[src/rtl/clwc_pkg.sv]
package clwc_pkg;

  localparam int CAPACITY_DEFAULT = 16;
  localparam int VALUE_W          = 32;
  localparam int KIND_W           = 3;
  localparam int COUNT_OUT_W      = 5;
  localparam int STATUS_W         = 2;

  typedef enum logic [KIND_W-1:0] {
    KIND_INSERT   = 3'd0,
    KIND_REMOVE   = 3'd1,
    KIND_FORWARD  = 3'd2,
    KIND_BACKWARD = 3'd3,
    KIND_READ     = 3'd4,
    KIND_CLEAR    = 3'd5
  } kind_t;

  typedef enum logic [STATUS_W-1:0] {
    STATUS_OK    = 2'd0,
    STATUS_EMPTY = 2'd1,
    STATUS_FULL  = 2'd2
  } status_t;

  // Shift command for the cell row. Cell 0 holds the cursor element, cell k
  // holds the element k steps behind it around the ring.
  typedef enum logic [1:0] {
    CELL_HOLD,
    CELL_RIGHT,
    CELL_LEFT
  } cell_op_t;

  typedef struct packed {
    cell_op_t op;
    logic     wrap;
  } cell_ctl_t;

  typedef enum logic {
    ST_IDLE,
    ST_EXEC
  } state_t;

endpackage

[src/rtl/clwc_cell.sv]
module clwc_cell
  import clwc_pkg::*;
#(
  parameter int IDX   = 0,
  parameter int IDX_W = 4
) (
  input  logic               clk,
  input  cell_ctl_t          ctl,
  input  logic [IDX_W-1:0]   tail_idx,
  input  logic [VALUE_W-1:0] from_left,
  input  logic [VALUE_W-1:0] from_right,
  input  logic [VALUE_W-1:0] wrap_value,
  output logic [VALUE_W-1:0] value
);

  logic is_tail;

  assign is_tail = (IDX_W'(IDX) == tail_idx);

  always_ff @(posedge clk) begin
    unique case (ctl.op)
      CELL_RIGHT: value <= from_left;
      CELL_LEFT:  value <= (ctl.wrap && is_tail) ? wrap_value : from_right;
      default:    value <= value;
    endcase
  end

endmodule

[src/rtl/clwc_ctrl.sv]
module clwc_ctrl
  import clwc_pkg::*;
#(
  parameter int CAPACITY = CAPACITY_DEFAULT,
  parameter int IDX_W    = $clog2(CAPACITY),
  parameter int CNT_W    = $clog2(CAPACITY + 1)
) (
  input  logic                   clk,
  input  logic                   rst,
  input  logic                   in_valid,
  output logic                   in_stall,
  input  logic [KIND_W-1:0]      kind,
  input  logic [VALUE_W-1:0]     new_value,
  output logic                   out_valid,
  input  logic                   out_stall,
  output logic [VALUE_W-1:0]     cursor_value,
  output logic [COUNT_OUT_W-1:0] element_count,
  output logic [STATUS_W-1:0]    status,
  input  logic [VALUE_W-1:0]     cell_val [CAPACITY],
  output cell_ctl_t              cell_ctl,
  output logic [IDX_W-1:0]       tail_idx,
  output logic [VALUE_W-1:0]     head_value
);

  state_t               state, state_next;
  logic [CNT_W-1:0]     count, count_next;
  logic [KIND_W-1:0]    kind_q;
  logic [VALUE_W-1:0]   value_q;
  logic [VALUE_W-1:0]   tail_q;
  logic                 commit;
  logic                 empty, full;
  cell_op_t             op_next;
  logic                 wrap_next;
  status_t              status_next;
  logic [VALUE_W-1:0]   result_next;

  assign empty    = (count == '0);
  assign full     = (count == CNT_W'(CAPACITY));
  assign tail_idx = IDX_W'(count - 1'b1);
  assign in_stall = (state != ST_IDLE);
  assign commit   = (state == ST_EXEC) && (!out_valid || !out_stall);

  always_ff @(posedge clk) begin
    if (rst) begin
      state <= ST_IDLE;
      count <= '0;
    end else begin
      state <= state_next;
      count <= count_next;
    end
  end

  // item latch; tail is the successor of the cursor
  always_ff @(posedge clk) begin
    if (in_valid && !in_stall) begin
      kind_q  <= kind;
      value_q <= new_value;
      tail_q  <= cell_val[tail_idx];
    end
  end

  always_comb begin
    state_next  = state;
    count_next  = count;
    op_next     = CELL_HOLD;
    wrap_next   = 1'b0;
    head_value  = value_q;
    status_next = STATUS_OK;
    result_next = cell_val[0];

    if (kind_q == KIND_INSERT) begin
      if (full) begin
        status_next = STATUS_FULL;
        result_next = empty ? '0 : cell_val[0];
      end else begin
        op_next     = CELL_RIGHT;
        count_next  = count + 1'b1;
        result_next = value_q;
      end
    end else if (empty) begin
      status_next = STATUS_EMPTY;
      result_next = '0;
    end else begin
      unique case (kind_q)
        KIND_REMOVE: begin
          op_next     = CELL_LEFT;
          count_next  = count - 1'b1;
          result_next = (count == CNT_W'(1)) ? '0 : cell_val[1];
        end
        KIND_FORWARD: begin
          op_next     = CELL_RIGHT;
          head_value  = tail_q;
          result_next = tail_q;
        end
        KIND_BACKWARD: begin
          op_next     = CELL_LEFT;
          wrap_next   = 1'b1;
          result_next = (count == CNT_W'(1)) ? cell_val[0] : cell_val[1];
        end
        KIND_CLEAR: begin
          count_next  = '0;
          result_next = '0;
        end
        default: begin
          result_next = cell_val[0];
        end
      endcase
    end

    unique case (state)
      ST_IDLE: begin
        if (in_valid) state_next = ST_EXEC;
      end
      ST_EXEC: begin
        if (commit) state_next = ST_IDLE;
      end
      default: state_next = ST_IDLE;
    endcase

    // nothing moves until the result can be registered
    if (!commit) begin
      count_next = count;
      op_next    = CELL_HOLD;
    end
  end

  assign cell_ctl = '{op: op_next, wrap: wrap_next};

  always_ff @(posedge clk) begin
    if (rst) begin
      out_valid <= 1'b0;
    end else if (commit) begin
      out_valid <= 1'b1;
    end else if (!out_stall) begin
      out_valid <= 1'b0;
    end
  end

  always_ff @(posedge clk) begin
    if (commit) begin
      cursor_value  <= result_next;
      element_count <= COUNT_OUT_W'(count_next);
      status        <= status_next;
    end
  end

`ifndef ASSERT_OFF
  a_count_bound: assert property (@(posedge clk) disable iff (rst)
    count <= CNT_W'(CAPACITY))
    else $error("element count above capacity");

  a_accept_exec: assert property (@(posedge clk) disable iff (rst)
    (in_valid && !in_stall) |=> (state == ST_EXEC))
    else $error("accepted beat did not start execution");

  a_insert_grows: assert property (@(posedge clk) disable iff (rst)
    (commit && kind_q == KIND_INSERT && !full) |=> (count == $past(count) + 1'b1))
    else $error("insert did not grow the list");

  a_empty_zero: assert property (@(posedge clk) disable iff (rst)
    (commit && count_next == '0) |=> (cursor_value == '0))
    else $error("empty list result carries a value");

  a_full_status: assert property (@(posedge clk) disable iff (rst)
    (commit && status_next == STATUS_FULL) |-> full)
    else $error("full status on a list with room");
`endif

endmodule

[src/rtl/circular_list_with_cursor_top.sv]
// Circular list with a cursor, up to CAPACITY signed 32-bit values.
// Input channel (in_valid/in_stall): kind selects insert, remove, forward,
// backward, read or clear; new_value is used by insert only. Codes 6 and 7
// act as read.
// Output channel (out_valid/out_stall): one result beat per input beat with
// the value at the cursor (zero when empty), the element count and a status
// (ok, empty list, full list with insert refused).
// Each item is handled in order: the beat and the tail element are latched,
// then the cell row shifts, where cell 0 holds the cursor element and the
// following cells hold its predecessors in order. The result beat is valid
// the cycle after execution. A new item is not taken while one executes;
// in_stall stays high from acceptance until the result is registered.
// The result sits in an output register; the next item is latched while it
// waits, and execution holds until the register frees up under out_stall.
// Reset empties the list; cell contents are not cleared and no beat is
// pending afterward.
module circular_list_with_cursor_top
  import clwc_pkg::*;
#(
  parameter int CAPACITY = CAPACITY_DEFAULT
) (
  input  logic                   clk,
  input  logic                   rst,
  input  logic                   in_valid,
  output logic                   in_stall,
  input  logic [KIND_W-1:0]      kind,
  input  logic [VALUE_W-1:0]     new_value,
  output logic                   out_valid,
  input  logic                   out_stall,
  output logic [VALUE_W-1:0]     cursor_value,
  output logic [COUNT_OUT_W-1:0] element_count,
  output logic [STATUS_W-1:0]    status
);

  localparam int IDX_W = $clog2(CAPACITY);
  localparam int CNT_W = $clog2(CAPACITY + 1);

  logic [VALUE_W-1:0] cell_val   [CAPACITY];
  logic [VALUE_W-1:0] left_in    [CAPACITY];
  logic [VALUE_W-1:0] right_in   [CAPACITY];
  cell_ctl_t          cell_ctl;
  logic [IDX_W-1:0]   tail_idx;
  logic [VALUE_W-1:0] head_value;

  clwc_ctrl #(
    .CAPACITY (CAPACITY),
    .IDX_W    (IDX_W),
    .CNT_W    (CNT_W)
  ) u_ctrl (
    .clk           (clk),
    .rst           (rst),
    .in_valid      (in_valid),
    .in_stall      (in_stall),
    .kind          (kind),
    .new_value     (new_value),
    .out_valid     (out_valid),
    .out_stall     (out_stall),
    .cursor_value  (cursor_value),
    .element_count (element_count),
    .status        (status),
    .cell_val      (cell_val),
    .cell_ctl      (cell_ctl),
    .tail_idx      (tail_idx),
    .head_value    (head_value)
  );

  for (genvar g = 0; g < CAPACITY; g++) begin : g_cell
    if (g == 0) begin : g_head
      assign left_in[g] = head_value;
    end else begin : g_body
      assign left_in[g] = cell_val[g-1];
    end

    if (g == CAPACITY - 1) begin : g_last
      assign right_in[g] = '0;
    end else begin : g_inner
      assign right_in[g] = cell_val[g+1];
    end

    clwc_cell #(
      .IDX   (g),
      .IDX_W (IDX_W)
    ) u_cell (
      .clk        (clk),
      .ctl        (cell_ctl),
      .tail_idx   (tail_idx),
      .from_left  (left_in[g]),
      .from_right (right_in[g]),
      .wrap_value (cell_val[0]),
      .value      (cell_val[g])
    );
  end

endmodule
[config.mk]
export PLATFORM = sky130hd
export DESIGN_NAME = circular_list_with_cursor_top
export DESIGN_NICKNAME = d
export VERILOG_FILES = /design/src/rtl/clwc_pkg.sv /design/src/rtl/clwc_cell.sv /design/src/rtl/clwc_ctrl.sv /design/src/rtl/circular_list_with_cursor_top.sv
export SDC_FILE = /design/constraint.sdc
export NUM_CORES = 2
export LEC_CHECK = 0
export BUFFER_PORTS_ARGS = -buffer_cell sky130_fd_sc_hd__buf_2
export CORE_UTILIZATION = 65
export CTS_CLUSTER_SIZE = 25
export DETAILED_ROUTE_END_ITERATION = 10
export GPL_TIMING_DRIVEN = 0
export PLACE_DENSITY_LB_ADDON = 0.08
export SLEW_MARGIN = 20
export SYNTH_ARGS = -nofsm -noshare
export SYNTH_HDL_FRONTEND = slang
export SYNTH_HIERARCHICAL = 1
export SYNTH_SLANG_ARGS = --single-unit
[constraint.sdc]
create_clock -name clk -period 11.1 [get_ports clk]
set_input_delay 1.665 -clock clk [delete_from_list [all_inputs] [get_ports clk]]
set_output_delay 1.665 -clock clk [all_outputs]
set_load 0.005 [all_outputs]
==> PnR_summary.wiki <==
{| class="wikitable"
! Metric !! Value
|-
| Number of setup buffers added after CTS || 0
|-
| Number of standard cells after synthesis || 3808
|-
| Total count of max-transition violations in the final report || 0
|-
| Cell-by-cell listing of the critical path || buf_2 -> buf_4 -> buf_2 -> inv_1 -> ha_1 -> buf_2 -> buf_2 -> buf_1 -> inv_1 -> nor3b_2 -> buf_2 -> nand3_1 -> a31oi_1
|-
| Maximum vdd drop || roughly 0.00011 V
|-
| Category of the worst setup path capture point || flip-flop
|-
| Number of hold violations in the final report || 0
|-
| Die width || 245 um
|-
| Critical Path Most Common Cell || sky130_fd_sc_hd__buf_2
|-
| Share of the synthesized area in the top cell type || 48.2%
|-
| Average vias per placed instance || 6.86
|-
| Fill cells || 4264
|-
| First-pass DRT Iterations || 7
|-
| Starting DRC count in detailed routing || around 4000
|-
| Starting Density || between 60% and 70%
|-
| Max Cap Violations || 0
|-
| Crit share post-route || between 50% and 60%
|-
| Final Cell Area || ~0.042 sq mm
|-
| Number of antenna violations at the first check in global routing || 3
|-
| Number of different library cells in the post-synthesis netlist || 64
|-
| Crit Reg-Reg Startpoint || u_ctrl/count[0]
|-
| TritonCTS clock tree || built
|-
| Proportion of layout cells with a drive suffix above 1 || between 10% and 20%
|-
| Source of the worst hold timing path || u_ctrl/out_valid
|-
| Class of the most critical hold timing path || flip-flop to flip-flop
|-
| Num ports || 80
|-
| Final setup violation count || 0
|-
| Yosys synthesis warning count || 6
|-
| Share of synthesized area occupied by flip-flops and latches || between 40 and 50%
|-
| First element of the critical path || u_ctrl/count[0]
|-
| Depth of the CTS H-tree || 3
|-
| Cell type of the slowest stage on the worst timing path || sky130_fd_sc_hd__inv_1
|-
| Clock sink count || about 630
|-
| Yosys top cell by area || sky130_fd_sc_hd__edfxtp_1
|-
| Die Footprint || around 0.06 sq mm
|-
| Number of cells upsized or downsized after cts || 0
|-
| Area grow syn2layout || 9.78%
|-
| Total area of sequential cells || 0.0187 sq mm
|-
| Status || finished clean
|-
| Clock Skew || 0.0178 ns
|-
| Cell chosen for the clock root || sky130_fd_sc_hd__clkbuf_16
|-
| Worst slew slack as a fraction of its limit || between 20 and 25%
|-
| Quantity of hold-fixing buffers added after cts || 0
|-
| RSZ-0062 raised after global routing || false
|-
| Remaining routing DRC violations || 0
|-
| Arrival time worst endpoint || between 6 and 7 ns
|-
| Pleak || roughly 14 nW
|-
| Critical path fanouts, max || 34
|-
| Largest cells by area after synthesis || sky130_fd_sc_hd__edfxtp_1 (48%), sky130_fd_sc_hd__a31oi_1 (8.9%), sky130_fd_sc_hd__mux4_2 (7.5%), sky130_fd_sc_hd__nand3_1 (5.5%), sky130_fd_sc_hd__nor2_1 (5.4%)
|-
| Layout net count || between 4000 and 5000
|-
| Dominant delay contributor by cell family on the critical path || buffers and inverters
|-
| All-layer global routing usage || between 30% and 40%
|-
| Setup TNS Final || 0 ns
|-
| Placed instance area || between 0.04 and 0.05 sq mm
|-
| Achievable Freq || roughly 0.16 GHz
|-
| Final weighted congestion in routability-driven placement || 1.01
|-
| Pwr Density || around 130 mW/mm^2
|-
| Residual antenna-violating net count after detailed routing || 0
|-
| Vertical die dimension || roughly 250 um
|-
| Primary FF master, synth || sky130_fd_sc_hd__edfxtp_1
|-
| Detailed-route wire length || around 120 mm
|-
| Fraction of registers with async set or reset after synthesis || 0%
|-
| Post-synthesis register bit count || 625
|-
| Worst-Margin Slew || about 1.2 ns
|-
| Routed vias || roughly 33000
|-
| Number of synthesized flops with an enable pin || between 600 and 700
|-
| Area of the multi-input gates || around 0.017 sq mm
|-
| CTS buffer count || slightly above 70
|-
| Clock transition at the register clock pins on the worst setup and hold paths after CTS || approximately 0.06 ns
|-
| HPWL reported at the end of detailed placement || 89.4 mm
|-
| Mapped Area || a little under 0.04 sq mm
|-
| Clock insertion delay at the later pin of the skew report || between 0.6 and 0.7 ns
|-
| Largest net degree at the start of global routing || 42
|-
| Standard-cell rows || slightly below 90
|-
| Worst setup path category || flip-flop to flip-flop
|-
| Core area || ~0.058 sq mm
|-
| Buffers on Ports || 79
|-
| Number of global-route vias before repair || about 32000
|-
| CP Launch Type || flip-flop
|-
| Detailed-route wire length per cell || 23.9 um
|-
| Min Tclk post-route || 6.08 ns
|-
| Longest Clk Path Bufs || 3
|-
| Critical Path Max Stage Delay || between 0.6 and 0.7 ns
|-
| Syn Area/Cell || 10.1 sq um
|-
| Wire length of the first global-routing pass || ~180 mm
|-
| GRT Residual Overflow || 0
|-
| Bufs and invs on worst path || 9
|-
| Endpoint required time on the critical path || 11.48 ns
|}
## per-stage QoR
stage / instances / setup WS [ns] / total power [W] / hold WS, ns / util [%]
global route: 4811 / 4.87 / 0.00542 / 0.592 / 72.7
global placement: 4683 / 4.34 / 0.00306 / 0.488 / 68.8
CTS: 4811 / 5.33 / 0.00531 / 0.535 / 72.7
floorplan: 3839 / 5.99 / 0.00295 / 0.503 / -
finish: 4812 / 5.02 / 0.00531 / 0.527 / 72.7
detailed placement: 4687 / 5.35 / 0.00307 / 0.520 / 68.9
## layout make-up
cell class                      instances  share of cell area [%]
Antenna cell                            1                 0.00592
Clock inverter                         31                   0.545
Sequential cell                       625                    44.2
Clock buffer                           93                    4.65
Buffer                                418                    6.64
Tap cell                              765                    2.26
Timing Repair Buffer                   83                    1.12
Multi-Input combinational cell       2756                    40.2
Inverter                               40                   0.355
## worst min-delay path, cell delays in order (launching register included)
cell                      delay (ns)
sky130_fd_sc_hd__dfxtp_1        0.34
sky130_fd_sc_hd__a21oi_1        0.08
sky130_fd_sc_hd__nor2_1         0.07
## sequential cells by signal, summed over array words and instances, names as in the netlist, 2 cells and up
register / flops
u_ctrl/tail_q: 32
u_ctrl/status: 2
u_ctrl/element_count: 5
u_ctrl/value_q: 32
u_ctrl/kind_q: 3
u_ctrl/cursor_value: 32
g_cell.u_cell/value: 512
u_ctrl/count: 5
## synthesized netlist by cell type (23+ instances only)
master                     instances
sky130_fd_sc_hd__nor2_1          553
sky130_fd_sc_hd__o21ai_1         210
sky130_fd_sc_hd__buf_6            66
sky130_fd_sc_hd__buf_2            95
sky130_fd_sc_hd__o21ai_0         338
sky130_fd_sc_hd__a31oi_1         545
sky130_fd_sc_hd__clkbuf_8         24
sky130_fd_sc_hd__edfxtp_1        618
sky130_fd_sc_hd__buf_1            24
sky130_fd_sc_hd__nand3_2          92
sky130_fd_sc_hd__nand2_1         201
sky130_fd_sc_hd__a32oi_1          32
sky130_fd_sc_hd__mux4_2          128
sky130_fd_sc_hd__inv_1            40
sky130_fd_sc_hd__and3_1           39
sky130_fd_sc_hd__clkbuf_2         23
sky130_fd_sc_hd__clkbuf_1        141
sky130_fd_sc_hd__a221o_1          32
sky130_fd_sc_hd__nand3_1         426
## metal layers
layer / global-route usage [%] / vias to the layer above / part of all wire, %
met3: 6.10 / 337 / 12
met2: 64.1 / 2218 / 48
met5: 0 / - / 0.023
met1: 47.5 / 15500 / 35
li1: - / 14900 / -
met4: 19.3 / 2 / 5.2
## report_power, final
group	switching, W	internal, W	total (W)
Combinational	0.000216	0.000119	0.000335
Sequential	0.0000530	0.00265	0.00270
Clock	0.000962	0.00131	0.00227
## cells in the final DEF, fill, tap and decap left out, types with 39 or more instances in the layout
cell type / Yosys / layout
sky130_fd_sc_hd__edfxtp_1: 618 / 618
sky130_fd_sc_hd__nor2_1: 553 / 553
sky130_fd_sc_hd__a31oi_1: 545 / 545
sky130_fd_sc_hd__nand3_1: 426 / 426
sky130_fd_sc_hd__o21ai_0: 338 / 338
sky130_fd_sc_hd__o21ai_1: 210 / 210
sky130_fd_sc_hd__nand2_1: 201 / 201
sky130_fd_sc_hd__buf_2: 95 / 175
sky130_fd_sc_hd__clkbuf_1: 141 / 157
sky130_fd_sc_hd__mux4_2: 128 / 128
sky130_fd_sc_hd__nand3_2: 92 / 92
sky130_fd_sc_hd__clkbuf_16: 0 / 75
sky130_fd_sc_hd__buf_6: 66 / 67
sky130_fd_sc_hd__and3_1: 39 / 39
## logic make-up after synthesis
logic type	synth area share (%)
flops	48.6
simple gates	17.6
buf+inv	7.68
mux	7.49
xor+xnor	0.0682
compound gates	18.0
other cells	0.00974
fa+ha+maj	0.650
## worst paths after layout
kind | end | slack (ns) | cells past startpoint
setup / recovery | g_cell[4].u_cell/value[30] | 5.02 | 13
setup reg to reg | g_cell[4].u_cell/value[30] | 5.02 | 13
hold reg to reg | u_ctrl/out_valid | 0.53 | 2
hold / removal | u_ctrl/out_valid | 0.53 | 2
Note: power is estimated with default switching activity, not from simulation.
